--- src/hw/rtl/lsdmc_pkg.sv ---
package lsdmc_pkg;

  // Defaults for the top-level parameters
  localparam int STACK_DEPTH_DEF = 64;
  localparam int NUM_SIZES_DEF   = 4;
  localparam int ADDR_BITS_DEF   = 24;

  // Fixed field widths
  localparam int COUNT_W = 32;
  localparam int SIZE_W  = 7;
  localparam int ACT_W   = 3;
  localparam int SIDX_W  = 2;
  localparam int DATA_W  = 32;
  localparam int PADDR_W = 5;
  localparam int REG_W   = 3;

  localparam logic [COUNT_W-1:0] COUNT_MAX = '1;

  // Operation codes
  localparam logic OP_ACCESS = 1'b0;
  localparam logic OP_REPORT = 1'b1;

  // Register indexes (byte address 4*index)
  localparam logic [REG_W-1:0] REG_ACTIVE = 3'd0;
  localparam logic [REG_W-1:0] REG_SIZE0  = 3'd1;

  localparam int NUM_SIZE_REGS = 4;

  // Capacity reset values; sizes without a register keep SIZE_RESET_EXTRA
  localparam logic [SIZE_W-1:0] SIZE_RESET [NUM_SIZE_REGS] = '{7'd8, 7'd16, 7'd32, 7'd64};
  localparam logic [SIZE_W-1:0] SIZE_RESET_EXTRA  = 7'd64;
  localparam logic [ACT_W-1:0]  ACTIVE_RESET      = 3'd4;

endpackage

--- src/hw/rtl/lsdmc_stack.sv ---
module lsdmc_stack
  import lsdmc_pkg::*;
#(
  parameter int STACK_DEPTH = STACK_DEPTH_DEF,
  parameter int ADDR_BITS   = ADDR_BITS_DEF,
  localparam int PW = $clog2(STACK_DEPTH)
) (
  input  logic                 clk,
  input  logic                 rst_n,
  input  logic [ADDR_BITS-1:0] addr,
  input  logic                 update,
  output logic                 hit,
  output logic [PW-1:0]        pos
);

  logic [ADDR_BITS-1:0]   stack_r [STACK_DEPTH];
  logic [STACK_DEPTH-1:0] valid_r;
  logic [STACK_DEPTH-1:0] match;
  logic [PW-1:0]          pos_enc;
  logic [PW-1:0]          pos_eff;

  // Parallel tag match; addresses in the stack are unique
  always_comb begin
    for (int i = 0; i < STACK_DEPTH; i++) begin
      match[i] = valid_r[i] && (stack_r[i] == addr);
    end
  end

  // One-hot to binary
  always_comb begin
    pos_enc = '0;
    for (int i = 0; i < STACK_DEPTH; i++) begin
      if (match[i]) begin
        pos_enc = pos_enc | PW'(i);
      end
    end
  end

  assign hit     = |match;
  assign pos     = pos_enc;
  // on a miss the bottom entry drops out
  assign pos_eff = hit ? pos_enc : PW'(STACK_DEPTH - 1);

  // Stack data: shift down through the hit position, new address on top
  always_ff @(posedge clk) begin
    if (update) begin
      stack_r[0] <= addr;
      for (int i = 1; i < STACK_DEPTH; i++) begin
        if (PW'(i) <= pos_eff) begin
          stack_r[i] <= stack_r[i-1];
        end
      end
    end
  end

  // Valid bits follow the same shift
  always_ff @(posedge clk) begin
    if (!rst_n) begin
      valid_r <= '0;
    end else if (update) begin
      valid_r[0] <= 1'b1;
      for (int i = 1; i < STACK_DEPTH; i++) begin
        if (PW'(i) <= pos_eff) begin
          valid_r[i] <= valid_r[i-1];
        end
      end
    end
  end

endmodule

--- src/hw/rtl/lsdmc_report.sv ---
module lsdmc_report
  import lsdmc_pkg::*;
#(
  parameter int NUM_SIZES = NUM_SIZES_DEF,
  localparam int IW = (NUM_SIZES > 1) ? $clog2(NUM_SIZES) : 1,
  localparam int LW = $clog2(NUM_SIZES + 1)
) (
  input  logic                              clk,
  input  logic                              rst_n,
  input  logic                              load,
  input  logic [LW-1:0]                     total,
  input  logic [NUM_SIZES-1:0][COUNT_W-1:0] counts,
  output logic                              free,
  output logic                              out_valid,
  input  logic                              out_ready,
  output logic [SIDX_W-1:0]                 out_size_index,
  output logic [COUNT_W-1:0]                out_miss_count,
  output logic                              out_last_of_report
);

  logic                              busy_r;
  logic [IW-1:0]                     idx_r;
  logic [LW-1:0]                     total_r;
  logic [NUM_SIZES-1:0][COUNT_W-1:0] buf_r;
  logic                              last;
  logic                              take;

  assign last = (LW'(idx_r) + LW'(1)) == total_r;
  assign take = busy_r && out_ready;
  assign free = !busy_r || (take && last);

  assign out_valid          = busy_r;
  assign out_size_index     = SIDX_W'(idx_r);
  assign out_miss_count     = buf_r[idx_r];
  assign out_last_of_report = last;

  // Snapshot of the counters; drained one count per item
  always_ff @(posedge clk) begin
    if (load) begin
      buf_r   <= counts;
      total_r <= total;
    end
  end

  always_ff @(posedge clk) begin
    if (!rst_n) begin
      busy_r <= 1'b0;
      idx_r  <= '0;
    end else if (load) begin
      busy_r <= (total != '0);
      idx_r  <= '0;
    end else if (take) begin
      if (last) begin
        busy_r <= 1'b0;
      end else begin
        idx_r <= idx_r + IW'(1);
      end
    end
  end

endmodule

--- src/hw/rtl/lru_stack_distance_miss_counter.sv ---
// Channel  | Handshake            | Payload
// ---------+----------------------+-------------------------------------------
// in       | in_valid / in_ready  | in_operation, in_block_address
// out      | out_valid / out_ready| out_size_index, out_miss_count,
//          |                      | out_last_of_report
// config   | APB psel/penable     | paddr, pwdata, prdata (pready tied high)
//
// An access in the input register does tag match, stack shift and counter update
// in the same cycle, so accesses flow at one per cycle unless a report waits.
// A report snapshots and clears the counters and drains one count per cycle
// with out_ready high from the report buffer; a second report waits in the
// input register until the buffer is empty. Synchronous active-low reset
// empties the stack and clears the counters; no clearing pass is needed.
module lru_stack_distance_miss_counter
  import lsdmc_pkg::*;
#(
  parameter int STACK_DEPTH = STACK_DEPTH_DEF,
  parameter int NUM_SIZES   = NUM_SIZES_DEF,
  parameter int ADDR_BITS   = ADDR_BITS_DEF
) (
  input  logic                 clk,
  input  logic                 rst_n,
  // input channel
  input  logic                 in_valid,
  output logic                 in_ready,
  input  logic                 in_operation,
  input  logic [ADDR_BITS-1:0] in_block_address,
  // result channel
  output logic                 out_valid,
  input  logic                 out_ready,
  output logic [SIDX_W-1:0]    out_size_index,
  output logic [COUNT_W-1:0]   out_miss_count,
  output logic                 out_last_of_report,
  // configuration
  input  logic                 psel,
  input  logic                 penable,
  input  logic                 pwrite,
  input  logic [PADDR_W-1:0]   paddr,
  input  logic [DATA_W-1:0]    pwdata,
  output logic [DATA_W-1:0]    prdata,
  output logic                 pready
);

  localparam int PW = $clog2(STACK_DEPTH);
  localparam int LW = $clog2(NUM_SIZES + 1);
  localparam int DW = (PW + 1 > SIZE_W) ? PW + 1 : SIZE_W;

  // Configuration registers
  logic [ACT_W-1:0]  active_r;
  logic [SIZE_W-1:0] cap_r [NUM_SIZES];
  logic [REG_W-1:0]  reg_idx;
  logic              cfg_wr;

  // Input register
  logic                 item_vld_r;
  logic                 op_r;
  logic [ADDR_BITS-1:0] addr_r;
  logic                 advance;
  logic                 do_access;
  logic                 do_report;

  // Lookup and counters
  logic                              hit;
  logic [PW-1:0]                     pos;
  logic [DW-1:0]                     stack_dist;
  logic [LW-1:0]                     live;
  logic [NUM_SIZES-1:0][COUNT_W-1:0] cnt_r;
  logic                              rpt_free;

  assign pready  = 1'b1;
  assign reg_idx = paddr[PADDR_W-1:2];
  assign cfg_wr  = psel && penable && pwrite;

  // Register writes
  always_ff @(posedge clk) begin
    if (!rst_n) begin
      active_r <= ACTIVE_RESET;
    end else if (cfg_wr && (reg_idx == REG_ACTIVE)) begin
      active_r <= pwdata[ACT_W-1:0];
    end
  end

  for (genvar k = 0; k < NUM_SIZES; k++) begin : g_cap
    if (k < NUM_SIZE_REGS) begin : g_reg
      always_ff @(posedge clk) begin
        if (!rst_n) begin
          cap_r[k] <= SIZE_RESET[k];
        end else if (cfg_wr && (reg_idx == (REG_SIZE0 + REG_W'(k)))) begin
          cap_r[k] <= pwdata[SIZE_W-1:0];
        end
      end
    end else begin : g_fixed
      always_ff @(posedge clk) begin
        if (!rst_n) begin
          cap_r[k] <= SIZE_RESET_EXTRA;
        end
      end
    end
  end

  // Register reads
  always_comb begin
    prdata = '0;
    if (reg_idx == REG_ACTIVE) begin
      prdata = DATA_W'(active_r);
    end
    for (int k = 0; k < NUM_SIZES; k++) begin
      if ((k < NUM_SIZE_REGS) && (reg_idx == (REG_SIZE0 + REG_W'(k)))) begin
        prdata = DATA_W'(cap_r[k]);
      end
    end
  end

  // Input register; a report waits here while the report buffer drains
  assign do_access = item_vld_r && (op_r == OP_ACCESS);
  assign do_report = item_vld_r && (op_r == OP_REPORT) && rpt_free;
  assign advance   = do_access || do_report;
  assign in_ready  = !item_vld_r || advance;

  always_ff @(posedge clk) begin
    if (!rst_n) begin
      item_vld_r <= 1'b0;
    end else if (in_ready) begin
      item_vld_r <= in_valid;
    end
  end

  always_ff @(posedge clk) begin
    if (in_ready && in_valid) begin
      op_r   <= in_operation;
      addr_r <= in_block_address;
    end
  end

  lsdmc_stack #(
    .STACK_DEPTH (STACK_DEPTH),
    .ADDR_BITS   (ADDR_BITS)
  ) u_stack (
    .clk    (clk),
    .rst_n  (rst_n),
    .addr   (addr_r),
    .update (do_access),
    .hit    (hit),
    .pos    (pos)
  );

  // Sizes in use, clamped to the number built
  assign live = ((ACT_W + 1)'(active_r) > (ACT_W + 1)'(NUM_SIZES)) ?
                LW'(NUM_SIZES) : LW'(active_r);

  // Stack distance, 1-based
  assign stack_dist = DW'(pos) + DW'(1);

  // Saturating miss counters, cleared by a report
  for (genvar k = 0; k < NUM_SIZES; k++) begin : g_cnt
    logic miss;
    assign miss = !hit || (stack_dist > DW'(cap_r[k]));
    always_ff @(posedge clk) begin
      if (!rst_n) begin
        cnt_r[k] <= '0;
      end else if (do_report) begin
        cnt_r[k] <= '0;
      end else if (do_access && (LW'(k) < live) && miss && (cnt_r[k] != COUNT_MAX)) begin
        cnt_r[k] <= cnt_r[k] + COUNT_W'(1);
      end
    end
  end

  lsdmc_report #(
    .NUM_SIZES (NUM_SIZES)
  ) u_report (
    .clk                (clk),
    .rst_n              (rst_n),
    .load               (do_report),
    .total              (live),
    .counts             (cnt_r),
    .free               (rpt_free),
    .out_valid          (out_valid),
    .out_ready          (out_ready),
    .out_size_index     (out_size_index),
    .out_miss_count     (out_miss_count),
    .out_last_of_report (out_last_of_report)
  );

endmodule

--- config.mk ---
export PLATFORM = sky130hd
export DESIGN_NAME = lru_stack_distance_miss_counter
export DESIGN_NICKNAME = d
export VERILOG_FILES = /design/src/hw/rtl/lsdmc_pkg.sv /design/src/hw/rtl/lsdmc_stack.sv /design/src/hw/rtl/lsdmc_report.sv /design/src/hw/rtl/lru_stack_distance_miss_counter.sv
export SDC_FILE = /design/constraint.sdc
export NUM_CORES = 2
export LEC_CHECK = 0
export ABC_AREA = 0
export BUFFER_PORTS_ARGS = -buffer_cell sky130_fd_sc_hd__buf_2
export CORE_MARGIN = 10
export CORE_UTILIZATION = 40
export CTS_CLUSTER_DIAMETER = 50
export DETAILED_ROUTE_END_ITERATION = 6
export GPL_TIMING_DRIVEN = 0
export PLACE_DENSITY_LB_ADDON = 0.12
export SLEW_MARGIN = 20
export SYNTH_ARGS = -nofsm -noshare
export SYNTH_HDL_FRONTEND = slang
export SYNTH_HIERARCHICAL = 1
export SYNTH_SLANG_ARGS = --single-unit
export TNS_END_PERCENT = 100
--- constraint.sdc ---
create_clock -name clk -period 11.8 [get_ports clk]
set_clock_uncertainty 0.2 [all_clocks]
set_input_delay 2.36 -clock clk [delete_from_list [all_inputs] [get_ports clk]]
set_output_delay 2.36 -clock clk [all_outputs]
set_load 0.02 [all_outputs]
==> impl_metrics.toml <==
[yosys]
synth_simple_gate_area_share_pct = 9.19
synth_compound_area_share_pct = 1.64
synth_fa_ha_area_share_pct = 0.511
synthArstFlopShare_pct = 0
synth_flop_cell = "edfxtp_1"
synth_top_family_by_area = "XOR/XNOR gates"
yosysSeqAreaShare_pct = 66.8
synthDistinctLibCells = 93
synth_xor_area_share_pct = 17.2
synth_mux_area_share_pct = 1.81
syn_area_per_cell_um2 = 14.9
syn_inst = 5589
synth-seq-cells = 1919
synth_edf_count = 1720
yosys_warnings = 6
syn-cell-area_um2 = 83200

[timing]
setup_tns_ns = 0
max_clock_freq_mhz = 112
final-setup-viol-count = 0
finalCritPeriodShare_pct = 75.4
drv_slew = 0
hold_viol_final = 0
slew_headroom_pct = 18.0
worstMarginPinSlew_ns = 1.22
rsz0062_at_grt = "false"
period_needed_ns = 8.90

[placement]
io_buffers = 84
place_hpwl_um = 232000
gp_congestion = 0.972

[clocking]
clock_latency_ns = 0.90
cts.repair.resized = 0
clock-sinks = 1919
cts_made_buffers = 228
post-cts-setup-buffers = 0
htreeDepth = 4
cts.clk_slew.worst_paths_ns = 0.06
hold_buffers = 0
cts_buffer_depth = 3
cts-root-buf = "clkbuf_16"
cts_tree = "yes"

[critical_path]
cp_cell_sequence = "buf_4 -> buf_6 -> xnor2_1 -> nand4_1 -> nor4_1 -> a22oi_1 -> and3_1 -> and4_1 -> clkbuf_1 -> nand2_1 -> clkbuf_1 -> nand3_1 -> xnor2_1 -> ha_1 -> a21oi_1 -> o2111ai_1 -> o21ai_0 -> buf_2 -> buf_1 -> nor4_1 -> xnor2_1 -> nor2_1"
max_stage_delay_ns = 0.86
crit_fanout = 12
worstPathRequired_ns = 12.35
slowest_stage = "clkbuf_1"
cp_common_cell = "xnor2_1"
critPathKind = "flop to flop"
end_kind = "flop"
ff2ff_path_depth = 22
worst-r2r-setup-slack_ns = 2.90
start_kind = "flop"
r2r-start = "addr_r[20]"
crit_arrival_ns = 9.45
r2r_end = "cnt_r[56]"

[route]
via_per_inst = 5.79
antenna_left = 0
routed_wl_um = 332000
vias = 51800
drtIter0Drc = 7892
drt_first_pass_iters = 5
drc = 0
wire_per_inst_um = 37.1

[cells_and_area]
syn_to_final_growth_pct = 15.6
final_nets = 6069
drive_gt1_share_pct = 13.5

[grt]
grt_overflow = 0
grt_start_max_net_pins = 92
grt_first_pass_wirelength_um = 436000
antenna_found_initial = 10
track_usage_pct = 28.2
grt_pass1_vias = 49000

[min_path]
hold_depth = 0
holdPathEnd = "u_stack/stack_r[1][192]"
min_from = "u_stack/stack_r[1][168]"
hold_path.class = "flop to flop"

[die]
initial_core_util_pct = 40.2
die_w_um = 476
dieHeight_um = 476
die_area_um2 = 227000
core.rowCount = 167
core_um2 = 207000
num_io_pins = 139

[power_and_ir_drop]
seq_power_share_pct = 48.0
combPwrFrac_pct = 7.3
power.density_nw_per_um2 = 167
p_sw_share_pct = 24.7
pwr-share-clk_pct = 44.7
finalPower_mw = 16.0
p_leak_nw = 30.6
p_sw_mw = 3.96
irDropWorstVdd_v = 0.000153
p_int_mw = 12.1

[outcome]
outcome = "completed"

[flow_run]
drv_cap = 0
-- per-stage QoR --
step / cells / utilization [%] / hold slack [ns] / worst slack, ns / area (um^2)
floorplan: 5613 / - / 0.228 / 5.59 / 83300
global placement: 8485 / 42.1 / 0.235 / 2.33 / 87200
detailed placement: 8523 / 42.7 / 0.236 / 3.23 / 88500
CTS: 8952 / 46.5 / 0.239 / 3.18 / 96200
global route: 8954 / 46.5 / 0.261 / 2.70 / 96200
finish: 8955 / 46.5 / 0.242 / 2.90 / 96200
-- per-layer routing --
layer	GRT usage (%)	vias up	part of all wire, %
li1	-	21300	-
met1	39.7	27000	42
met2	42.8	2960	44
met3	5.67	533	9.4
met4	10.9	0	4.4
met5	0	-	0
-- how the worst max path moves through the flow --
stage	startpoint	to	slack [ns]
after CTS	addr_r[20]	cnt_r[32]	3.18
after global placement	addr_r[23]	u_stack/valid_r[57]	2.33
after floorplan	out_ready	u_report/out_size_index[0]	5.59
after global routing	addr_r[20]	cnt_r[35]	2.70
after detailed placement	addr_r[20]	cnt_r[56]	3.23
final	addr_r[20]	cnt_r[56]	2.90
-- worst max-delay path: cells and delay by family (launching register included) --
family                   cells  cell delay [ns]
AND/OR/NAND/NOR              8             2.28
AO/OA/AOI/OAI                4             1.68
adder cells (fa/ha/maj)      1             0.36
buffers and inverters        6             2.82
flip-flops                   1             0.34
XOR/XNOR                     3             0.92
-- synth_stat cells (all sizes together), types with 4 or more instances --
cell,n,area share [%]
mux2i,72,0.87
nor2b,54,0.41
o2111ai,4,0.042
a22oi,15,0.16
nand2b,10,0.075
a21boi,6,0.054
o31ai,7,0.063
and3,24,0.18
a21oi,48,0.29
a31o,6,0.063
inv,62,0.28
nor3b,7,0.069
clkbuf,47,0.21
o22ai,7,0.053
nand4,343,2.6
a21o,8,0.072
nor4,194,1.5
nor4b,8,0.084
or2,7,0.053
o211a,4,0.048
o21ai,36,0.22
edfxtp,1720,62
mux2,4,0.054
ha,34,0.51
buf,218,2.3
mux4,32,0.88
nor2,151,0.68
or4,16,0.16
nand3,104,0.63
and2,48,0.36
o21a,6,0.054
or3,17,0.13
nand2,207,0.94
a311o,4,0.048
o211ai,14,0.13
xnor2,1196,13
and4,31,0.33
dfxtp,199,4.8
nor3,131,0.79
xor2,440,4.6
o21bai,6,0.059
nand3b,8,0.072
-- cell type report --
type	count	area [um^2]
antenna	2	5.00
buffer	265	2100
clock buffer	289	6110
clock inverter	140	1580
fill	18200	111000
inverter	62	240
multi-input combinational	3367	25800
sequential	1919	55600
tap	2788	3490
timing repair buffer	123	1270
-- flip-flops by register name, summed over array words and instances, names as in the netlist --
register and cells:
u_stack/valid_r 64, cap_r 28, cnt_r 128, u_report/out_size_index 2, u_report/buf_r 128, addr_r 24
op_r 1, u_report/out_valid 1, u_report/total_r 3, active_r 3, u_stack/stack_r 1536, item_vld_r 1
-- power by group through the flow --
| stage | clock network (mW) | logic (mW) | registers, mW |
|---|---|---|---|
| global placement | 0 | 1.10 | 7.85 |
| detailed placement | 0 | 1.14 | 7.84 |
| floorplan | 0 | 0.634 | 7.77 |
| global route | 7.53 | 1.18 | 7.71 |
| CTS | 7.25 | 1.14 | 7.69 |
| finish | 7.17 | 1.16 | 7.70 |
-- cell usage in the layout, fill, tap and decap left out, drive strengths merged, types with 48 or more instances in the layout --
cell / n
edfxtp: 1720
xnor2: 1196
xor2: 440
nand4: 343
buf: 341
clkbuf: 336
nand2: 207
dfxtp: 199
nor4: 194
nor2: 151
nor3: 131
nand3: 104
inv: 89
clkinv: 76
mux2i: 72
nor2b: 54
and2: 48
a21oi: 48
-- logic make-up (layout without fill, tap and decap cells) --
logic type	after synthesis	in the layout
AO/OA/AOI/OAI	196	196
XOR/XNOR	1636	1636
adder cells (fa/ha/maj)	34	34
buffers and inverters	327	879
flip-flops	1919	1919
multiplexers	108	108
other	2	28
AND/OR/NAND/NOR	1367	1367
Note: power is estimated with default switching activity, not from simulation.
